<file path="src/design/wed_pkg.sv">
`default_nettype none

package wed_pkg;

  localparam logic [1:0] OP_APPEND_FIRST  = 2'd0;
  localparam logic [1:0] OP_APPEND_SECOND = 2'd1;
  localparam logic [1:0] OP_COMPUTE       = 2'd2;

  // controller -> datapath
  typedef struct packed {
    logic append;    // load one character into the string named by the operation
    logic start;     // set up the row counter for a compute
    logic row_a;     // fetch first-string character and old last column entry
    logic row_b;     // seed the row edge and fetch the first cell operands
    logic evaluate;  // evaluate one cell, write it back, fetch the next
    logic finish;    // load the result and clear both strings
  } cmd_t;

  // datapath -> controller
  typedef struct packed {
    logic empty;     // one of the strings has zero length
    logic col_zero;  // current cell is the leftmost column
    logic row_zero;  // current row is the top row
    logic out_free;  // output register can take a result
  } status_t;

endpackage

`default_nettype wire

</file>
<file path="src/design/wed_controller.sv">
`default_nettype none

module wed_controller import wed_pkg::*; (
  input  wire logic       clk,
  input  wire logic       rst,
  input  wire logic       in_valid,
  input  wire logic [1:0] operation,
  output logic            in_ready,
  input  wire status_t    status,
  output cmd_t            cmd
);

  localparam logic [2:0] ST_IDLE  = 3'd0;
  localparam logic [2:0] ST_ROW_A = 3'd1;
  localparam logic [2:0] ST_ROW_B = 3'd2;
  localparam logic [2:0] ST_CELL  = 3'd3;
  localparam logic [2:0] ST_DONE  = 3'd4;

  logic [2:0] state;
  logic [2:0] state_next;
  logic       accept;

  assign in_ready = (state == ST_IDLE);
  assign accept   = in_valid && in_ready;

  always_comb begin
    state_next = state;
    cmd        = '0;
    case (state)
      ST_IDLE: begin
        if (accept) begin
          if (operation == OP_COMPUTE) begin
            cmd.start  = 1'b1;
            state_next = status.empty ? ST_DONE : ST_ROW_A;
          end else begin
            cmd.append = 1'b1;
          end
        end
      end
      ST_ROW_A: begin
        cmd.row_a  = 1'b1;
        state_next = ST_ROW_B;
      end
      ST_ROW_B: begin
        cmd.row_b  = 1'b1;
        state_next = ST_CELL;
      end
      ST_CELL: begin
        cmd.evaluate = 1'b1;
        if (status.col_zero) begin
          state_next = status.row_zero ? ST_DONE : ST_ROW_A;
        end
      end
      ST_DONE: begin
        // hold until the previous result has been taken
        if (status.out_free) begin
          cmd.finish = 1'b1;
          state_next = ST_IDLE;
        end
      end
      default: begin
        state_next = ST_IDLE;
      end
    endcase
  end

  always_ff @(posedge clk) begin
    if (rst) begin
      state <= ST_IDLE;
    end else begin
      state <= state_next;
    end
  end

endmodule

`default_nettype wire

</file>
<file path="src/design/wed_datapath.sv">
`default_nettype none

module wed_datapath import wed_pkg::*; #(
  parameter int MAX_LEN = 64
) (
  input  wire logic       clk,
  input  wire logic       rst,
  input  wire cmd_t       cmd,
  input  wire logic [1:0] operation,
  input  wire logic [7:0] character,
  output status_t         status,
  output logic            out_valid,
  input  wire logic       out_ready,
  output logic [7:0]      distance,
  output logic            truncated
);

  localparam int LEN_W  = $clog2(MAX_LEN + 1);
  localparam int IDX_W  = (MAX_LEN > 1) ? $clog2(MAX_LEN) : 1;
  localparam int SUM_W  = $clog2(2 * MAX_LEN + 4) + 1;
  localparam int COST_W = (SUM_W > 9) ? SUM_W : 9;

  logic [7:0]        first_string [MAX_LEN];
  logic [7:0]        second_string[MAX_LEN];
  logic [COST_W-1:0] cost_row     [MAX_LEN+1];

  logic [LEN_W-1:0]  first_length;
  logic [LEN_W-1:0]  second_length;
  logic              dropped;
  logic [IDX_W-1:0]  row;
  logic [IDX_W-1:0]  col;
  logic              first_row;
  logic [COST_W-1:0] diag;
  logic [COST_W-1:0] left;

  logic [7:0]        a_char;
  logic [7:0]        b_char;
  logic [COST_W-1:0] cost_rdata;

  logic [LEN_W-1:0]  m_minus1;
  logic [LEN_W-1:0]  n_minus1;
  logic [LEN_W-1:0]  row_len;
  logic [LEN_W-1:0]  col_len;
  logic [LEN_W-1:0]  big;
  logic [LEN_W-1:0]  hi;
  logic [IDX_W-1:0]  col_dec;
  logic              more_cols;

  logic              cost_rd_en;
  logic [LEN_W-1:0]  cost_rd_addr;
  logic              ss_rd_en;
  logic [IDX_W-1:0]  ss_rd_addr;
  logic              cost_wr_en;
  logic [LEN_W-1:0]  cost_wr_addr;
  logic [COST_W-1:0] cost_wr_data;

  logic [COST_W-1:0] up;
  logic [COST_W-1:0] del_cost;
  logic [COST_W-1:0] ins_cost;
  logic [COST_W-1:0] rep_cost;
  logic [COST_W-1:0] min_a;
  logic [COST_W-1:0] min_b;
  logic [COST_W-1:0] val;
  logic [COST_W-1:0] result;
  logic [COST_W-1:0] seed;

  assign m_minus1  = first_length - LEN_W'(1);
  assign n_minus1  = second_length - LEN_W'(1);
  assign row_len   = LEN_W'(row);
  assign col_len   = LEN_W'(col);
  assign col_dec   = col - IDX_W'(1);
  assign more_cols = (col != '0);
  assign big       = (first_length > second_length) ? first_length : second_length;
  assign hi        = ((row > col) ? row_len : col_len) + LEN_W'(1);
  assign seed      = COST_W'(first_length - row_len);

  // one cell of the suffix recurrence
  assign up       = first_row ? COST_W'(second_length - col_len) : cost_rdata;
  assign del_cost = up + COST_W'((row_len + LEN_W'(1)) == first_length);
  assign ins_cost = left + COST_W'((col_len + LEN_W'(1)) == second_length);
  assign rep_cost = diag + COST_W'(hi == big);
  assign min_a    = (del_cost < ins_cost) ? del_cost : ins_cost;
  assign min_b    = (min_a < rep_cost) ? min_a : rep_cost;
  assign val      = (a_char == b_char) ? diag : (min_b + COST_W'(1));

  assign result = (first_length == '0)  ? COST_W'(second_length) :
                  (second_length == '0) ? COST_W'(first_length)  : left;

  always_comb begin
    cost_rd_en   = 1'b0;
    cost_rd_addr = second_length;
    ss_rd_en     = 1'b0;
    ss_rd_addr   = col_dec;
    cost_wr_en   = 1'b0;
    cost_wr_addr = second_length;
    cost_wr_data = seed;
    if (cmd.row_a) begin
      cost_rd_en = 1'b1;
    end
    if (cmd.row_b) begin
      cost_rd_en   = 1'b1;
      cost_rd_addr = n_minus1;
      ss_rd_en     = 1'b1;
      ss_rd_addr   = n_minus1[IDX_W-1:0];
      cost_wr_en   = 1'b1;
    end
    if (cmd.evaluate) begin
      cost_rd_en   = more_cols;
      cost_rd_addr = LEN_W'(col_dec);
      ss_rd_en     = more_cols;
      cost_wr_en   = 1'b1;
      cost_wr_addr = col_len;
      cost_wr_data = val;
    end
  end

  always_ff @(posedge clk) begin
    if (cmd.append && (operation == OP_APPEND_FIRST) && (first_length < LEN_W'(MAX_LEN))) begin
      first_string[first_length[IDX_W-1:0]] <= character;
    end
    if (cmd.append && (operation == OP_APPEND_SECOND) &&
        (second_length < LEN_W'(MAX_LEN))) begin
      second_string[second_length[IDX_W-1:0]] <= character;
    end
    if (cmd.row_a) begin
      a_char <= first_string[row];
    end
    if (ss_rd_en) begin
      b_char <= second_string[ss_rd_addr];
    end
  end

  always_ff @(posedge clk) begin
    if (cost_wr_en) begin
      cost_row[cost_wr_addr] <= cost_wr_data;
    end
    if (cost_rd_en) begin
      cost_rdata <= cost_row[cost_rd_addr];
    end
  end

  always_ff @(posedge clk) begin
    if (rst) begin
      first_length  <= '0;
      second_length <= '0;
      dropped       <= 1'b0;
      out_valid     <= 1'b0;
    end else begin
      if (cmd.append) begin
        if (operation == OP_APPEND_FIRST) begin
          if (first_length < LEN_W'(MAX_LEN)) begin
            first_length <= first_length + LEN_W'(1);
          end else begin
            dropped <= 1'b1;
          end
        end else if (operation == OP_APPEND_SECOND) begin
          if (second_length < LEN_W'(MAX_LEN)) begin
            second_length <= second_length + LEN_W'(1);
          end else begin
            dropped <= 1'b1;
          end
        end
      end
      if (cmd.finish) begin
        first_length  <= '0;
        second_length <= '0;
        dropped       <= 1'b0;
        out_valid     <= 1'b1;
      end else if (out_ready) begin
        out_valid <= 1'b0;
      end
    end
  end

  always_ff @(posedge clk) begin
    if (cmd.start) begin
      row       <= m_minus1[IDX_W-1:0];
      first_row <= 1'b1;
    end
    if (cmd.row_b) begin
      diag <= first_row ? '0 : cost_rdata;
      left <= seed;
      col  <= n_minus1[IDX_W-1:0];
    end
    if (cmd.evaluate) begin
      left <= val;
      diag <= up;
      if (more_cols) begin
        col <= col_dec;
      end else begin
        row       <= row - IDX_W'(1);
        first_row <= 1'b0;
      end
    end
    if (cmd.finish) begin
      distance  <= (result > COST_W'(255)) ? 8'hFF : result[7:0];
      truncated <= dropped;
    end
  end

  assign status.empty    = (first_length == '0) || (second_length == '0);
  assign status.col_zero = !more_cols;
  assign status.row_zero = (row == '0);
  assign status.out_free = !out_valid || out_ready;

endmodule

`default_nettype wire

</file>
<file path="src/design/weighted_edit_distance.sv">
`default_nettype none

// Channel   Direction  Handshake                      tdata        tuser
// s_axis    in         s_axis_tvalid / s_axis_tready  character    operation
// m_axis    out        m_axis_tvalid / m_axis_tready  distance     truncated
//
// An append (operation 0 or 1) is taken back to back while the block is idle.
// A compute walks the cost row memory with one cell unit, one column a cycle,
// after the row setup states ST_ROW_A and ST_ROW_B at the start of each row.
// With an empty string a compute goes straight from idle to the done state.
// Input stays stalled during a compute; appends are taken while a result waits.
// rst is synchronous and clears lengths, the drop flag and the output valid.

module weighted_edit_distance import wed_pkg::*; #(
  parameter int MAX_LEN = 64
) (
  input  wire logic       clk,
  input  wire logic       rst,
  input  wire logic       s_axis_tvalid,
  output logic            s_axis_tready,
  input  wire logic [7:0] s_axis_tdata,   // [7:0] character
  input  wire logic [1:0] s_axis_tuser,   // [1:0] operation
  output logic            m_axis_tvalid,
  input  wire logic       m_axis_tready,
  output logic [7:0]      m_axis_tdata,   // [7:0] distance
  output logic            m_axis_tuser    // [0] truncated
);

  cmd_t    cmd;
  status_t status;

  wed_controller u_ctrl (
    .clk       (clk),
    .rst       (rst),
    .in_valid  (s_axis_tvalid),
    .operation (s_axis_tuser),
    .in_ready  (s_axis_tready),
    .status    (status),
    .cmd       (cmd)
  );

  wed_datapath #(
    .MAX_LEN (MAX_LEN)
  ) u_dp (
    .clk       (clk),
    .rst       (rst),
    .cmd       (cmd),
    .operation (s_axis_tuser),
    .character (s_axis_tdata),
    .status    (status),
    .out_valid (m_axis_tvalid),
    .out_ready (m_axis_tready),
    .distance  (m_axis_tdata),
    .truncated (m_axis_tuser)
  );

  // a compute transfer always leaves the block busy in the cycle after it
  a_busy_after_compute: assert property (@(posedge clk) disable iff (rst)
    s_axis_tvalid && s_axis_tready && (s_axis_tuser == OP_COMPUTE) |=> !s_axis_tready)
    else $error("input ready right after a compute transfer");

  // a result only appears at the end of a compute, never from the idle state
  a_result_from_busy: assert property (@(posedge clk) disable iff (rst)
    $rose(m_axis_tvalid) |-> $past(!s_axis_tready))
    else $error("result raised while idle");

  // a new result never overwrites one that has not been taken
  a_no_overwrite: assert property (@(posedge clk) disable iff (rst)
    m_axis_tvalid && !m_axis_tready |=> m_axis_tvalid && $stable(m_axis_tdata))
    else $error("pending result lost or changed");

endmodule

`default_nettype wire
</file>
<file path="config.mk">
export PLATFORM = sky130hd
export DESIGN_NAME = weighted_edit_distance
export DESIGN_NICKNAME = d
export VERILOG_FILES = /design/src/design/wed_pkg.sv /design/src/design/wed_controller.sv /design/src/design/wed_datapath.sv /design/src/design/weighted_edit_distance.sv
export SDC_FILE = /design/constraint.sdc
export NUM_CORES = 2
export LEC_CHECK = 0
export BUFFER_PORTS_ARGS = -buffer_cell sky130_fd_sc_hd__buf_4
export CORE_ASPECT_RATIO = 0.9
export CORE_MARGIN = 2
export CORE_UTILIZATION = 55
export DETAILED_ROUTE_END_ITERATION = 12
export GPL_TIMING_DRIVEN = 0
export PLACE_DENSITY = 0.7
export SLEW_MARGIN = 25
export SYNTH_ARGS = -nofsm -noshare
export SYNTH_HDL_FRONTEND = slang
export SYNTH_HIERARCHICAL = 1
export SYNTH_SLANG_ARGS = --single-unit
export TNS_END_PERCENT = 1
</file>
<file path="constraint.sdc">
create_clock -name clk -period 17.8 [get_ports clk]
set_clock_uncertainty 0.05 [all_clocks]
set_input_delay 3.56 -clock clk [delete_from_list [all_inputs] [get_ports clk]]
set_output_delay 3.56 -clock clk [all_outputs]
set_load 0.005 [all_outputs]
</file>
==> results.md <==
* result of the run: complete, no violations
* endpoint of the worst hold path: u_dp/truncated
* clock tree from TritonCTS: yes
* Post-Route Setup TNS: 0 ns
* launch instance of the worst min-delay path: u_dp/dropped
* commonest non-fill, non-tap cell in the layout: sky130_fd_sc_hd__edfxtp_1
* synthesized area: 69810 um^2
* Synth Warn #: 6
* number of nets in the layout: 3991
* async set-reset flop share out of synthesis: 0
* number of global-route vias before repair: 36003
* maximum achievable frequency: 86.63 MHz
* Total Routed Length: 167.3 mm
* reg-to-reg slack, setup: 6.26 ns
* worst-skew pair later-pin latency: 0.80 ns
* global-route wire length before repair: 243.7 mm
* final RePlAce weighted congestion: 0.9033
* area of the die: 129800 um^2
* worst hold margin: 0.4769 ns
* Worst Path Arrival: 12.10 ns
* unrepaired setup endpoints after global routing: no
* post-detailed-placement half-perimeter wirelength: 109.6 mm
* fraction of layout instances using a drive strength above 1: 0.1998
* Max Fanout on Critical Path: 14
* CTS root buf: sky130_fd_sc_hd__clkbuf_16
* count of antenna-violating nets left after detailed routing: 0
* crit path capture type: flop
* # hold bufs at CTS: 0
* Chip Height: 342.0 um
* Filler cells: 8646
* count of flip-flops with a built-in enable after synthesis: 1661
* largest incremental delay on the critical path: 0.78 ns
* top-level port count: 25
* worst setup slack after layout: 6.257 ns
* placement-stage worst setup slack: 6.144 ns
* starting utilization of the core area: 0.5566
* Final period util: 0.6485
* top library cells by usage in the layout, fill and taps aside: sky130_fd_sc_hd__edfxtp_1 (1661), sky130_fd_sc_hd__mux4_2 (440), sky130_fd_sc_hd__nor2_1 (275)
* clock transition at the registers of the reported paths: 0.07 ns
* post-route DRC violation count: 0
* Min Clock Period, post-route: 11.54 ns
* count of unique library cells instantiated by Yosys: 85
* headroom to the max-slew limit: 0.2235
* # port buffers: 24
* type of the most critical hold path: flop to flop
* area taken by multi-input logic gates: 18480 um^2
* initial antenna violation count: 1
* Resized Gates After CTS: 0
* Max IR drop VDD: 0.0001051 V
* logic depth of the worst register-to-register path: 40
* worst-case clock buffer depth: 3
* die width: 379.5 um
* type of element launching the critical path: flop
* cell count of the worst hold path: 0
* Total Power: 9.468 mW
* Worst R2R End: u_dp/cost_row[17][6]
* sequential fraction of the synthesis area: 0.7237
* number of violations of the max-capacitance limit: 0
* maximum number of pins on one net before global-route repair: 129
* Avg Cell Area, Syn: 18.90 um^2
* Pleak: 24.73 nW
* number of clock buffers inserted by TritonCTS: 165
* crit-path most repeated cell: sky130_fd_sc_hd__ha_1
* number of standard-cell rows in the floorplan: 123
* required time at the endpoint of the critical path: 18.36 ns
* number of DRC markers after the initial detailed-route iteration: 4683
* H-Tree Level Count: 4
* routed len/inst: 29.12 um
* most common flop cell mapped by yosys: sky130_fd_sc_hd__edfxtp_1
* buffers inserted during post-CTS setup optimization: 0
* worst reg2reg path startpoint: u_dp/row[1]
* Cells after Synth: 3693
* routed via count divided by cell count: 6.431
* antenna diode instance count: 0
* start-to-end type of the worst setup path: flop to flop
* cell type of the slowest stage on the worst timing path: sky130_fd_sc_hd__clkbuf_1
* final-report setup violation count: 0
* Fin. Hold Viols: 0
* Post-Place Cells: 5435
* area of the core: 125400 um^2
* detailed-route via count: 36951
* sequential cell area in the final layout: 50520 um^2
* max-slew violation total from the final report: 0
* number of nets in the synthesized netlist: 3765
* area growth from synthesis to layout: 12.07%
* overall routing resource usage: 0.2590
* number of search-and-repair iterations in the first detailed-routing pass: 5
* number of non-filler instances in the completed layout: 5746
* GRT overflow: 0
* total of flip-flops plus latches after synthesis: 1693
* total power divided by cell area: 121.0 nW/um^2
* transition time at the pin with the least slew margin: 1.157 ns
* Sink Count: 1693
## worst max-delay path by stage
stage / cells after the start / startpoint / slack (ns) / endpoint
4_1_cts: 40 / u_dp/row[0] / 6.12 / u_dp/cost_row[17][6]
3_5_place_dp: 40 / u_dp/row[0] / 6.14 / u_dp/cost_row[16][6]
3_3_place_gp: 39 / u_dp/row[0] / -0.07 / u_dp/cost_row[11][3]
6_report: 40 / u_dp/row[1] / 6.26 / u_dp/cost_row[17][6]
5_1_grt: 45 / u_dp/row[0] / 5.25 / u_dp/cost_row[17][6]
2_1_floorplan: 37 / u_dp/row[0] / 6.67 / u_dp/cost_row[0][6]
## cells in the mapped netlist (all sizes together), types with 5 or more instances
library cell | n | area [um^2]
a31oi | 7 | 43.79
nor2 | 276 | 1036
nor2b | 79 | 494.2
a21o | 9 | 67.56
xor2 | 45 | 394.1
mux2i | 98 | 980.9
nor3b | 6 | 50.05
o21a | 13 | 97.59
xnor2 | 43 | 376.6
buf | 65 | 276.5
nor4 | 15 | 100.1
nand3b | 9 | 67.56
and3 | 8 | 50.05
nor3 | 20 | 100.1
inv | 45 | 168.9
ha | 56 | 700.7
clkinv | 5 | 18.77
o21ai | 63 | 315.3
o22ai | 7 | 43.79
or2 | 5 | 31.28
clkbuf | 131 | 491.7
edfxtp | 1661 | 49880
nand2 | 110 | 412.9
nand3 | 59 | 295.3
o31ai | 7 | 62.56
mux2 | 14 | 157.7
a21oi | 120 | 608.1
a211oi | 117 | 883.4
and2 | 6 | 40.04
a21boi | 6 | 45.04
nand2b | 24 | 150.1
o211ai | 15 | 112.6
dfxtp | 32 | 640.6
nand4 | 10 | 62.56
mux4 | 440 | 9910
or3 | 12 | 80.08
## where the power goes
| group | switching (mW) | internal (mW) | total [mW] |
|---|---|---|---|
| Sequential | 0.00985 | 4.43 | 4.44 |
| Combinational | 0.960 | 0.675 | 1.64 |
| Clock | 1.49 | 1.90 | 3.39 |
## area by class of cell
cell class / count / share of cell area
Sequential cell: 1693 / 0.6458
Multi-Input combinational cell: 1754 / 0.2362
Clock buffer: 205 / 0.05524
Tap cell: 1687 / 0.02698
Clock inverter: 102 / 0.01180
Timing Repair Buffer: 59 / 0.01163
Buffer: 196 / 0.009996
Inverter: 50 / 0.002399
## metal layers
layer | wire (um) | up-vias | global-route usage
li1 | - | 15547 | -
met1 | 70500 | 19247 | 0.3930
met2 | 73880 | 1928 | 0.3718
met3 | 19380 | 227 | 0.07654
met4 | 3567 | 2 | 0.06582
met5 | 13 | - | 0
## flip-flops by register name, summed over array words and instances, names as in the netlist, 3 cells and up
| name | count |
|---|---|
| u_ctrl/state | 3 |
| u_dp/a_char | 8 |
| u_dp/b_char | 8 |
| u_dp/col | 6 |
| u_dp/cost_rdata | 9 |
| u_dp/cost_row | 585 |
| u_dp/diag | 9 |
| u_dp/distance | 8 |
| u_dp/first_length | 7 |
| u_dp/first_string | 512 |
| u_dp/left | 9 |
| u_dp/row | 6 |
| u_dp/second_length | 7 |
| u_dp/second_string | 512 |
## through the flow
stage               utilization  area, um^2
floorplan                     -       69810
global placement         0.5748       72100
detailed placement       0.5808       72850
CTS                      0.6226       78090
global route             0.6237       78230
finish                   0.6237       78230
## logic make-up (layout without fill, tap and decap cells)
kind of cell	after synthesis	count (layout)	synth area share
buffers and inverters	246	612	0.01369
muxes	552	552	0.1583
xor gates and xnor gates	88	88	0.01104
DFF	1693	1693	0.7237
and+or+nand+nor	657	657	0.04513
AOI/OAI and AO/OA	399	399	0.03757
adders and majority gates	58	58	0.01061
## critical path, delay by kind of cell, from the launching register on
family                     cells  cell delay [ns]
xor gates and xnor gates       1             0.15
and+or+nand+nor                7             1.95
DFF                            1             0.48
AOI/OAI and AO/OA             14             3.18
muxes                          1             0.43
buffers and inverters         12             3.57
adders and majority gates      5             1.50
No activity file was read; power rests on OpenSTA's default activity.
